===== config.mk =====
export PLATFORM = sky130hd
export DESIGN_NAME = json_string_unescape_utf8
export DESIGN_NICKNAME = d
export VERILOG_FILES = /design/src/rtl/jsu_pkg.sv /design/src/rtl/jsu_front.sv /design/src/rtl/jsu_fifo.sv /design/src/rtl/jsu_back.sv /design/src/rtl/json_string_unescape_utf8.sv
export SDC_FILE = /design/constraint.sdc
export NUM_CORES = 1
export LEC_CHECK = 0
export BUFFER_PORTS_ARGS = -buffer_cell sky130_fd_sc_hd__buf_2
export CAP_MARGIN = 25
export CORE_ASPECT_RATIO = 1.75
export CORE_UTILIZATION = 40
export DETAILED_ROUTE_END_ITERATION = 7
export GPL_ROUTABILITY_DRIVEN = 1
export PLACE_DENSITY = 0.61
export SYNTH_ARGS = -nofsm -noshare
export SYNTH_HDL_FRONTEND = slang
export SYNTH_SLANG_ARGS = --single-unit
export TNS_END_PERCENT = 100

===== constraint.sdc =====
create_clock -name clk -period 7.8 [get_ports clk]
set_input_delay 0 -clock clk [delete_from_list [all_inputs] [get_ports clk]]
set_output_delay 0 -clock clk [all_outputs]
set_load 0.005 [all_outputs]

===== src/rtl/jsu_pkg.sv =====
// ----------------------------------------------------------------------------
// jsu_pkg - shared types and constants for the JSON string unescaper
// Words on both channels, the queue entry, parser phases and status codes.
// ----------------------------------------------------------------------------
package jsu_pkg;

	localparam int JSU_QUEUE_DEPTH = 4;

	// status codes carried on the result channel
	localparam logic [2:0] ST_DATA     = 3'd0;
	localparam logic [2:0] ST_DONE     = 3'd1;
	localparam logic [2:0] ST_NO_QUOTE = 3'd2;
	localparam logic [2:0] ST_BAD_ESC  = 3'd3;
	localparam logic [2:0] ST_BAD_HEX  = 3'd4;
	localparam logic [2:0] ST_UNTERM   = 3'd5;
	localparam logic [2:0] ST_SPARE    = 3'd6;

	// UTF-8 encoding constants
	localparam logic [15:0] CP_ONE_LIMIT = 16'h0080;
	localparam logic [15:0] CP_TWO_LIMIT = 16'h0800;
	localparam logic [7:0]  LEAD_TWO     = 8'hC0;
	localparam logic [7:0]  LEAD_THREE   = 8'hE0;
	localparam logic [7:0]  CONT_MARK    = 8'h80;
	localparam logic [7:0]  BLANK_MAX    = 8'h20;

	typedef enum logic [2:0] {
		PH_LEAD,
		PH_BODY,
		PH_ESC,
		PH_HEX,
		PH_TRAIL,
		PH_DISCARD
	} phase_t;

	typedef struct packed {
		logic [7:0] text_byte;
		logic       end_of_text;
	} text_word_t;

	typedef struct packed {
		logic [7:0] out_byte;
		logic [2:0] status;
		logic       last_of_run;
	} result_word_t;

	// one queue entry: up to three result words caused by one text word
	typedef struct packed {
		logic [2:0] status;
		logic [1:0] last_idx;
		logic [7:0] data0;
		logic [7:0] data1;
		logic [7:0] data2;
	} entry_t;

	typedef struct packed {
		logic full;
		logic empty;
	} fifo_stat_t;

endpackage


===== src/rtl/jsu_front.sv =====
// ----------------------------------------------------------------------------
// jsu_front - parser front end
// Takes one text word a cycle while the queue has room, tracks the literal's
// phase and \u digits, and posts a queue entry for each word yielding results.
// ----------------------------------------------------------------------------
module jsu_front (
	input  logic               clk,
	input  logic               arst_n,
	input  logic               text_valid,
	output logic               text_ready,
	input  jsu_pkg::text_word_t text,
	input  jsu_pkg::fifo_stat_t fstat,
	output logic               push,
	output jsu_pkg::entry_t    push_entry
);
	import jsu_pkg::*;

	phase_t      phase_q, phase_d;
	logic [15:0] acc_q, acc_d;
	logic [1:0]  cnt_q, cnt_d;

	logic        accept;
	logic        is_end;
	logic [7:0]  c;
	logic        is_hex;
	logic [3:0]  hval;
	logic [15:0] cp;
	logic        esc_ok;
	logic [7:0]  esc_val;

	assign text_ready = !fstat.full;
	assign accept     = text_valid && text_ready;
	assign c          = text.text_byte;
	assign is_end     = text.end_of_text || (c == 8'h00);
	assign cp         = {acc_q[11:0], hval};

	always_comb begin
		is_hex = 1'b1;
		hval   = 4'h0;
		if (c >= "0" && c <= "9") begin
			hval = 4'(c - "0");
		end else if (c >= "a" && c <= "f") begin
			hval = 4'(c - "a" + 8'd10);
		end else if (c >= "A" && c <= "F") begin
			hval = 4'(c - "A" + 8'd10);
		end else begin
			is_hex = 1'b0;
		end
	end

	always_comb begin
		esc_ok  = 1'b1;
		esc_val = c;
		case (c)
			"\"", "\\", "/": esc_val = c;
			"b": esc_val = 8'h08;
			"f": esc_val = 8'h0C;
			"n": esc_val = 8'h0A;
			"r": esc_val = 8'h0D;
			"t": esc_val = 8'h09;
			default: esc_ok = 1'b0;
		endcase
	end

	// next state
	always_comb begin
		phase_d = phase_q;
		acc_d   = acc_q;
		cnt_d   = cnt_q;
		if (accept) begin
			if (is_end) begin
				phase_d = PH_LEAD;
				acc_d   = '0;
				cnt_d   = '0;
			end else begin
				case (phase_q)
					PH_LEAD: begin
						if (c == "\"") phase_d = PH_BODY;
						else if (c > BLANK_MAX) phase_d = PH_DISCARD;
					end
					PH_BODY: begin
						if (c == "\"") phase_d = PH_TRAIL;
						else if (c == "\\") phase_d = PH_ESC;
					end
					PH_ESC: begin
						if (c == "u") begin
							phase_d = PH_HEX;
							acc_d   = '0;
							cnt_d   = '0;
						end else if (esc_ok) begin
							phase_d = PH_BODY;
						end else begin
							phase_d = PH_DISCARD;
						end
					end
					PH_HEX: begin
						if (!is_hex) begin
							phase_d = PH_DISCARD;
						end else if (cnt_q != 2'd3) begin
							acc_d = cp;
							cnt_d = cnt_q + 2'd1;
						end else begin
							acc_d   = '0;
							cnt_d   = '0;
							phase_d = PH_BODY;
						end
					end
					PH_TRAIL: begin
						if (c > BLANK_MAX) phase_d = PH_DISCARD;
					end
					default: phase_d = PH_DISCARD;
				endcase
			end
		end
	end

	// outputs: queue entry for this word
	always_comb begin
		push       = 1'b0;
		push_entry = '{status: ST_DATA, last_idx: 2'd0, data0: 8'h00, data1: 8'h00,
			data2: 8'h00};
		if (accept) begin
			if (is_end) begin
				push = 1'b1;
				case (phase_q)
					PH_LEAD:  push_entry.status = ST_NO_QUOTE;
					PH_BODY:  push_entry.status = ST_UNTERM;
					PH_ESC:   push_entry.status = ST_BAD_ESC;
					PH_HEX:   push_entry.status = ST_BAD_HEX;
					PH_TRAIL: push_entry.status = ST_DONE;
					default:  push = 1'b0;
				endcase
			end else begin
				case (phase_q)
					PH_LEAD: begin
						if (c != "\"" && c > BLANK_MAX) begin
							push              = 1'b1;
							push_entry.status = ST_NO_QUOTE;
						end
					end
					PH_BODY: begin
						if (c != "\"" && c != "\\") begin
							push             = 1'b1;
							push_entry.data0 = c;
						end
					end
					PH_ESC: begin
						if (esc_ok) begin
							push             = 1'b1;
							push_entry.data0 = esc_val;
						end else if (c != "u") begin
							push              = 1'b1;
							push_entry.status = ST_BAD_ESC;
						end
					end
					PH_HEX: begin
						if (!is_hex) begin
							push              = 1'b1;
							push_entry.status = ST_BAD_HEX;
						end else if (cnt_q == 2'd3) begin
							push = 1'b1;
							if (cp < CP_ONE_LIMIT) begin
								push_entry.data0 = cp[7:0];
							end else if (cp < CP_TWO_LIMIT) begin
								push_entry.last_idx = 2'd1;
								push_entry.data0    = LEAD_TWO | {3'b000, cp[10:6]};
								push_entry.data1    = CONT_MARK | {2'b00, cp[5:0]};
							end else begin
								push_entry.last_idx = 2'd2;
								push_entry.data0    = LEAD_THREE | {4'h0, cp[15:12]};
								push_entry.data1    = CONT_MARK | {2'b00, cp[11:6]};
								push_entry.data2    = CONT_MARK | {2'b00, cp[5:0]};
							end
						end
					end
					PH_TRAIL: begin
						if (c > BLANK_MAX) begin
							push              = 1'b1;
							push_entry.status = ST_SPARE;
						end
					end
					default: push = 1'b0;
				endcase
			end
		end
	end

	always_ff @(posedge clk or negedge arst_n) begin
		if (!arst_n) begin
			phase_q <= PH_LEAD;
			acc_q   <= '0;
			cnt_q   <= '0;
		end else begin
			phase_q <= phase_d;
			acc_q   <= acc_d;
			cnt_q   <= cnt_d;
		end
	end

endmodule


===== src/rtl/jsu_fifo.sv =====
// ----------------------------------------------------------------------------
// jsu_fifo - entry queue between parser and emitter
// Small circular buffer; head entry is visible while not empty.
// ----------------------------------------------------------------------------
module jsu_fifo #(
	parameter int DEPTH = jsu_pkg::JSU_QUEUE_DEPTH
) (
	input  logic                clk,
	input  logic                arst_n,
	input  logic                push,
	input  jsu_pkg::entry_t     push_entry,
	input  logic                pop,
	output jsu_pkg::entry_t     head,
	output jsu_pkg::fifo_stat_t fstat
);
	import jsu_pkg::*;

	localparam int PTR_W = (DEPTH > 1) ? $clog2(DEPTH) : 1;
	localparam int CNT_W = $clog2(DEPTH + 1);

	entry_t             ent_q [DEPTH];
	logic [PTR_W-1:0]   wr_ptr_q, rd_ptr_q;
	logic [CNT_W-1:0]   cnt_q;

	function automatic logic [PTR_W-1:0] ptr_next(input logic [PTR_W-1:0] p);
		ptr_next = (p == PTR_W'(DEPTH - 1)) ? '0 : p + 1'b1;
	endfunction

	assign head        = ent_q[rd_ptr_q];
	assign fstat.full  = (cnt_q == CNT_W'(DEPTH));
	assign fstat.empty = (cnt_q == '0);

	always_ff @(posedge clk) begin
		if (push) begin
			ent_q[wr_ptr_q] <= push_entry;
		end
	end

	always_ff @(posedge clk or negedge arst_n) begin
		if (!arst_n) begin
			wr_ptr_q <= '0;
			rd_ptr_q <= '0;
			cnt_q    <= '0;
		end else begin
			if (push) wr_ptr_q <= ptr_next(wr_ptr_q);
			if (pop) rd_ptr_q <= ptr_next(rd_ptr_q);
			case ({push, pop})
				2'b10:   cnt_q <= cnt_q + 1'b1;
				2'b01:   cnt_q <= cnt_q - 1'b1;
				default: cnt_q <= cnt_q;
			endcase
		end
	end

endmodule


===== src/rtl/jsu_back.sv =====
// ----------------------------------------------------------------------------
// jsu_back - result emitter
// Steps head entry one word a cycle into the output register as ready allows.
// ----------------------------------------------------------------------------
module jsu_back (
	input  logic                  clk,
	input  logic                  arst_n,
	input  jsu_pkg::entry_t       head,
	input  jsu_pkg::fifo_stat_t   fstat,
	output logic                  pop,
	output logic                  result_valid,
	input  logic                  result_ready,
	output jsu_pkg::result_word_t result
);
	import jsu_pkg::*;

	logic [1:0]   idx_q;
	logic         valid_q;
	result_word_t result_q;
	logic         load;
	logic         is_last;
	logic [7:0]   sel_byte;

	assign load    = !fstat.empty && (!valid_q || result_ready);
	assign is_last = (idx_q == head.last_idx);
	assign pop     = load && is_last;

	always_comb begin
		case (idx_q)
			2'd0:    sel_byte = head.data0;
			2'd1:    sel_byte = head.data1;
			default: sel_byte = head.data2;
		endcase
	end

	always_ff @(posedge clk) begin
		if (load) begin
			result_q <= '{out_byte: sel_byte, status: head.status, last_of_run: is_last};
		end
	end

	always_ff @(posedge clk or negedge arst_n) begin
		if (!arst_n) begin
			valid_q <= 1'b0;
			idx_q   <= '0;
		end else begin
			if (load) begin
				valid_q <= 1'b1;
				idx_q   <= is_last ? 2'd0 : idx_q + 2'd1;
			end else if (result_ready) begin
				// drop the word once taken
				valid_q <= 1'b0;
			end
		end
	end

	assign result_valid = valid_q;
	assign result       = result_q;

endmodule


===== src/rtl/json_string_unescape_utf8.sv =====
// ----------------------------------------------------------------------------
// json_string_unescape_utf8 - JSON string literal to UTF-8 byte stream
// Parser front end, entry queue and result emitter.
// ----------------------------------------------------------------------------
//	channel   direction  handshake                    word
//	text      in         text_valid / text_ready      text_word_t
//	result    out        result_valid / result_ready  result_word_t
//
// A text word is taken every cycle while the queue has room; the parser
// keeps its phase and \u digits in registers and posts one entry per word
// that yields results. The emitter sends one result word a cycle while
// result_ready allows, so a \u escape giving three bytes holds it for three
// result words; the queue of QUEUE_DEPTH entries absorbs such bursts.
// Reset clears the phase, queue pointers and output valid.
module json_string_unescape_utf8 #(
	parameter int QUEUE_DEPTH = jsu_pkg::JSU_QUEUE_DEPTH
) (
	input  logic                  clk,
	input  logic                  arst_n,
	input  logic                  text_valid,
	output logic                  text_ready,
	input  jsu_pkg::text_word_t   text,
	output logic                  result_valid,
	input  logic                  result_ready,
	output jsu_pkg::result_word_t result
);
	import jsu_pkg::*;

	logic       push;
	entry_t     push_entry;
	logic       pop;
	entry_t     head;
	fifo_stat_t fstat;

	jsu_front u_front (
		.clk        (clk),
		.arst_n     (arst_n),
		.text_valid (text_valid),
		.text_ready (text_ready),
		.text       (text),
		.fstat      (fstat),
		.push       (push),
		.push_entry (push_entry)
	);

	jsu_fifo #(
		.DEPTH (QUEUE_DEPTH)
	) u_fifo (
		.clk        (clk),
		.arst_n     (arst_n),
		.push       (push),
		.push_entry (push_entry),
		.pop        (pop),
		.head       (head),
		.fstat      (fstat)
	);

	jsu_back u_back (
		.clk          (clk),
		.arst_n       (arst_n),
		.head         (head),
		.fstat        (fstat),
		.pop          (pop),
		.result_valid (result_valid),
		.result_ready (result_ready),
		.result       (result)
	);

endmodule


**Word-level counts from Yosys, hierarchy flattened**

Memories as Yosys holds them, arrays and structs flattened.
Index checks and enable logic that the tools add are counted.

- Reduce and logical (&&, ||, !) cells: 24
- Equal/unequal tests: 29
- $lt $le $gt $ge: 9
- Add/subtract/negate cells: 11
- Mux-type cells: 70

Operator list:

| kind | count |
|---|---|
| $mux W26 | 3 |
| $eq A8 B7 Y1 const B | 7 |
| $mux W12 | 4 |
| $pmux W8 S5 | 1 |
| $mux W3 | 13 |
| $mux W16 | 2 |
| $mux W8 | 4 |
| $pmux W3 S5 | 2 |
| $mux W29 | 1 |
| $pmux W12 S2 | 1 |
| $pmux W8 S3 | 1 |
| $mux W2 | 11 |
| $mux W1 | 18 |
| $mux W18 | 1 |
| $eq A8 B6 Y1 const B | 2 |
| $ge A8 B7 Y1 const B | 2 |
| $le A8 B7 Y1 const B | 2 |
| $lt A16 B12 Y1 const B | 1 |
| $lt A16 B8 Y1 const B | 1 |
| $ne A8 B7 Y1 const B | 2 |
| $pmux W8 S2 | 1 |
| $mux W4 | 3 |
| $pmux W3 S4 | 1 |
| $sub A4 B1 Y4 const B | 3 |
| 33 further kinds | 56 |

- Output and inout port bits: 14
- Input bits: 13
- Memories: 1
- RAM bits: 116
- Bits in registers: 39

Memories:

| name | depth | width | read ports | clocked after memory_dff | write ports | line | text |
|---|---|---|---|---|---|---|---|
| u_fifo.ent_q | 4 | 29 | 1 | 0 | 1 | jsu_fifo.sv:21 | `entry_t ent_q [DEPTH];` |

**Depth between registers and ports, before layout**

- Word-level depth: 13
- Mapped depth: 13
- Mapped depth without buffers: 13

**Modules after synthesis**

From an unflattened synthesis, not the netlist that was laid out.

- Cell total of the unflattened synthesis: 497
- Area total of the unflattened synthesis: 7382.1 sq um

By module, submodules not included:

| module | cells an instance | area each (sq um) | times used | sequential area each (sq um) |
|---|---|---|---|---|
| jsu_fifo | 189 | 4603.2 | 1 | 3658.5 |
| jsu_front | 250 | 2087.0 | 1 | 425.4 |
| jsu_back | 58 | 691.9 | 1 | 435.4 |

**Worst setup path after synthesis**

OpenSTA, ideal clock, no wires.

- Path type: in2reg
- Start: input text[1] (netlist bit)
- End: register u_fifo.cnt_q[2]
- Slack: 4908 ps
- Path buffers: 0
- Stages on the path: 13
- Arrival: 2766 ps
- Cell sequence: inv_1 > ha_1 > nor4b_1 > and3_1 > or4_1 > o21ai_1 > o31a_1 > inv_1 > ha_1 > fa_1 > xnor2_1 > nor2_1 > xor2_1

- Longest elaborated chain between the ends: 11

Ends and longest elaborated chain:

| element | line | text |
|---|---|---|
| start: declaration | json_string_unescape_utf8.sv:22 | `input jsu_pkg::text_word_t text,` |
| $ge A8 B7 Y1 / $le A8 B7 Y1 (equally long branches) | jsu_front.sv:44 | `end else if (c >= "A" && c <= "F") begin` |
| $logic_and A1 B1 Y1 | jsu_front.sv:44 |  |
| $mux W1 | jsu_front.sv:44 |  |
| $mux W1 | jsu_front.sv:42 | `end else if (c >= "a" && c <= "f") begin` |
| $mux W1 | jsu_front.sv:40 | `if (c >= "0" && c <= "9") begin` |
| $mux W1 | jsu_front.sv:157 | `if (!is_hex) begin` |
| $pmux W1 S5 | jsu_front.sv:134 | `case (phase_q)` |
| $mux W1 * | jsu_front.sv:123 | `if (is_end) begin` |
| $mux W1 * | jsu_front.sv:122 | `if (accept) begin` |
| $eq A2 B1 Y1 / $eq A2 B2 Y1 (equally long branches) | jsu_fifo.sv:47 | `case ({push, pop})` |
| $pmux W3 S2 / $reduce_bool A2 Y1 (equally long branches) | n/a |  |
| end signal: assignment | jsu_fifo.sv:48 | `2'b10: cnt_q <= cnt_q + 1'b1;` |
| end signal: assignment | jsu_fifo.sv:49 | `2'b01: cnt_q <= cnt_q - 1'b1;` |
| end signal: assignment | jsu_fifo.sv:50 | `default: cnt_q <= cnt_q;` |
| end: declaration | jsu_fifo.sv:23 | `logic [CNT_W-1:0] cnt_q;` |

Mark *: on every way between the ends. The rest lies on a longest branch, timed or not.
A chain may end at the register's enable or synchronous reset.

**Worst setup path in the final report**

- Start: register u_front.phase_q[1]
- End: register u_fifo.cnt_q[2]

- Longest elaborated chain between the ends: 7

Ends and longest elaborated chain:

| element | line | text |
|---|---|---|
| start: declaration | jsu_front.sv:18 | `phase_t phase_q, phase_d;` |
| start signal: assignment | jsu_front.sv:194 | `phase_q <= phase_d;` |
| $eq A3 B1 Y1 (tied with other cells) | jsu_front.sv:125, jsu_front.sv:134 |  |
| $reduce_or A5 Y1 (no source line) | n/a |  |
| $mux W1 | jsu_front.sv:125 | `case (phase_q)` |
| $mux W1 * | jsu_front.sv:123 |  |
| $mux W1 * | jsu_front.sv:122 |  |
| $eq A2 B1 Y1 / $eq A2 B2 Y1 (equally long branches) | jsu_fifo.sv:47 |  |
| $pmux W3 S2 / $reduce_bool A2 Y1 (equally long branches) | n/a |  |

Marked as above.

==> metrics.md <==
| Metric | Value |
|---|---|
| Unrepaired setup endpoints after global routing | `no` |
| Leakage power | `0.002735 uW` |
| Port-buffer cells | `26` |
| Syn_area_per_cell | `14.32 um2` |
| Number of synthesized flops with an enable pin | `116` |
| Ys async rst share | `roughly a fifth` |
| Sw frac | `29.09%` |
| Rel. slew slack | `37.06%` |
| Min-Delay Path Class | `input port to flip-flop` |
| Final Cell Area | `~7600 um2` |
| Worst-Skew Late Latency | `0.41 ns` |
| Cell Area, Placed | `6910 um2` |
| Crit start category | `flip-flop` |
| CTS sink cnt | `143` |
| Critical path startpoint | `u_front.phase_q[1]$_DFFE_PN0P_` |
| Slowest cell on the critical path | `dfrtp_1` |
| FMAX | `0.3030 GHz` |
| CP Cell Sequence | `nor3b_1, nand2_1, a21oi_1, or4_1, o31a_1, inv_1, ha_1, fa_1, xnor2_1, nor2_1, xor2_1` |
| Final core occ | `between 40% and 50%` |
| CP Data Arrival Time | `approximately 3.6 ns` |
| Gr ovfl total | `0` |
| Clock power frac | `between 30% and 40%` |
| # rows | `61` |
| R2R Setup Slk | `between 4 and 5 ns` |
| Synthesized area | `6573 um2` |
| Part of the power in registers | `about two fifths` |
| Cells after synthesis | `459` |
| Antenna violations before repair | `0` |
| DP HPWL | `about 9700 um` |
| Vias in the first global route | `between 4000 and 5000` |
| Initial detailed-routing violation count | `about 260` |
| Global-route wire length before repair | `22250 um` |
| Tot Pwr | `~2700 uW` |
| Leading area contributor after synthesis | `edfxtp_1` |
| Critical path endpoint | `u_fifo.cnt_q[2]$_DFFE_PN0P_` |
| Routed vias/inst | `5.891` |
| Gr usage total | `17.54%` |
| Comb pwr share | `between 20 and 30%` |
| Synth warn | `0` |
| TritonCTS clock tree | `done` |
| Worst-path maximum fanout | `14` |
| Cell Int Power | `~1900 uW` |
| Post-CTS setup buffer count | `0` |
| Cell with the most instances after synthesis | `edfxtp_1` |
| Start-to-end type of the worst setup path | `flip-flop to flip-flop` |
| IO Count | `27` |
| Synth unique cells | `64` |
| Die X-Extent | `98.90 um` |
| Peak VDD IR | `136.5 uV` |
| Worst-margin pin slew | `0.9442 ns` |
| TNS Setup | `0 ns` |
| Worst setup EP type | `flip-flop` |
| Final nets | `about 520` |
| H-Tree Depth | `4` |
| Post-DR wirelength/cell | `20.17 um` |
| Min cycle time layout | `3.300 ns` |
| Reg clk slew, reported paths | `0.06 ns` |
| Crit path depth | `11` |
| Layout area overhead | `15.02%` |
| CP max stage delay | `0.60 ns` |
| Initial Util | `41.20%` |
| Register area share after synthesis | `between 60 and 70%` |
| Core area | `between 15000 and 20000 um2` |
| Worst r2r src | `u_front.phase_q[1]$_DFFE_PN0P_` |
| Post-synth top area share | `53.00%` |
| Final period util | `42.31%` |
| Routed vias | `4100` |
| Max Slew Vio Count | `0` |
| Final Non-Filler Cells | `696` |
| Syn nets | `486` |
| Largest net degree at the start of global routing | `30` |
| Fin. Hold Viols | `0` |
| Post-DRT Antenna Nets | `0` |
| CTS max path bufs | `2` |
| Placed cell count | `roughly 660` |
| Post-CTS sizing | `0` |
| Post-synth top cells | `116 x edfxtp_1, 34 x nor2_1, 33 x nand2_1` |
| Critical path's top delay family | `simple AND/OR/NAND/NOR gates` |
| Yosys reg bits | `between 100 and 150` |
| Total CTS buffers | `17` |
| Pre-Repair DR Iteration Count | `5` |
| PD cells | `about 360 nW/um2` |
| Psw | `781.8 uW` |
| Synth area leaders | `edfxtp_1 53%, dfrtp_1 10%, mux4_2 8.9%` |
| Worst reg2reg path depth | `11` |
| Maxcap violations | `0` |
| Primary FF master, synth | `edfxtp_1` |
| CP Data Required Time | `8.09 ns` |
| Reg2reg end | `u_fifo.cnt_q[2]$_DFFE_PN0P_` |
| # DRC | `0` |
| Final setup fails | `0` |
| Placer Congestion | `0.9610` |
| CTS root buf | `clkbuf_16` |
| Die height | `171.6 um` |
| Clk_skew | `0.009303 ns` |
| Run status | `finished clean` |
| # diodes | `0` |
| Buf+Inv Stages, Crit Path | `1` |
| Die area | `16970 um2` |
| Proportion of layout cells with a drive suffix above 1 | `21.10%` |
| Routed wire length | `about 14000 um` |
[power groups by stage]
stage / combinational, uW / clock [uW] / sequential [uW]
final: 753 / 814 / 1120
after floorplan: 566 / 0 / 1100
after detailed placement: 725 / 0 / 1170
after global placement: 714 / 0 / 1160
after CTS: 728 / 828 / 1150
after global routing: 838 / 858 / 1140
[cells in the final DEF (no fill, tap or decap), types with 7 or more instances in the layout]
| cell type | count |
|---|---|
| nor2_1 | 34 |
| edfxtp_1 | 116 |
| inv_1 | 14 |
| and2_1 | 10 |
| buf_2 | 26 |
| a21oi_1 | 21 |
| a22o_1 | 11 |
| nor2b_1 | 11 |
| mux4_2 | 26 |
| ha_1 | 13 |
| nand3_1 | 7 |
| dfrtp_1 | 26 |
| clkbuf_16 | 19 |
| nor3_1 | 8 |
| o21ai_0 | 14 |
| nand2_1 | 33 |
| buf_4 | 7 |
[area by class of cell]
cell class	count	area, um2
Clock buffer	21	483.0
Clock inverter	11	126.4
Fill cell	1364	8392
Inverter	14	52.55
Multi-Input combinational cell	282	2278
Sequential cell	143	4160
Tap cell	189	236.5
Timing Repair Buffer	36	222.7
[timing repair]
| action | 4_1_cts | 5_1_grt |
|---|---|---|
| endpoints found under the setup margin | 0 | 0 |
| hold buffers | 2 | 0 |
| endpoints found under the hold margin | 28 | 0 |
[layer usage]
layer / vias up / global-route usage, % / share of wire [%]
li1: 1858 / - / -
met1: 2067 / 19.05 / 38
met2: 150 / 33.35 / 56
met3: 25 / 2.966 / 3.6
met4: 0 / 7.203 / 2.4
met5: - / 0 / 0
[tightest hold or removal path: stages]
cell,delay [ns]
buf_2,0.08
inv_1,0.04
o31ai_1,0.17
a221oi_1,0.14
[cell families (layout without fill, tap and decap cells)]
family	Yosys count	after routing	synth area share [%]
XOR/XNOR	6	6	0.7995
AO/OA/AOI/OAI	96	96	10.45
adder cells (fa/ha/maj)	14	14	2.779
AND/OR/NAND/NOR	133	133	10.38
flip-flops	143	143	63.28
buffers and inverters	34	82	2.113
multiplexers	33	33	10.20
[through the flow]
step	hold slack, ns	worst slack, ns
after global placement	0.05807	4.360
after global routing	0.09920	4.306
final	0.06402	4.500
after CTS	0.05851	4.390
after detailed placement	0.07359	4.295
after floorplan	-0.2956	4.908
[worst min path at each step]
stage / cells after the start / from / end / slack [ns]
after floorplan: 0 / arst_n / u_back.idx_q[0]$_DFFE_PN0P_ / -0.30
after detailed placement: 1 / arst_n / u_back.idx_q[1]$_DFFE_PN0P_ / 0.07
after global placement: 1 / arst_n / u_back.idx_q[1]$_DFFE_PN0P_ / 0.06
final: 4 / text[0] / u_front.phase_q[2]$_DFFE_PN0P_ / 0.06
after CTS: 4 / text[0] / u_front.phase_q[2]$_DFFE_PN0P_ / 0.06
after global routing: 3 / text[7] / u_fifo.ent_q[3][22]$_DFFE_PP_ / 0.1
[state kept, by name, summed over array words and instances (netlist names)]
| signal | count |
|---|---|
| u_fifo.wr_ptr_q | 2 |
| u_fifo.cnt_q | 3 |
| u_fifo.rd_ptr_q | 2 |
| u_front.cnt_q | 2 |
| u_back.idx_q | 2 |
| u_back.result | 12 |
| u_back.result_valid | 1 |
| u_fifo.ent_q | 104 |
| u_front.acc_q | 12 |
| u_front.phase_q | 3 |
Note: power is estimated with default switching activity, not from simulation.
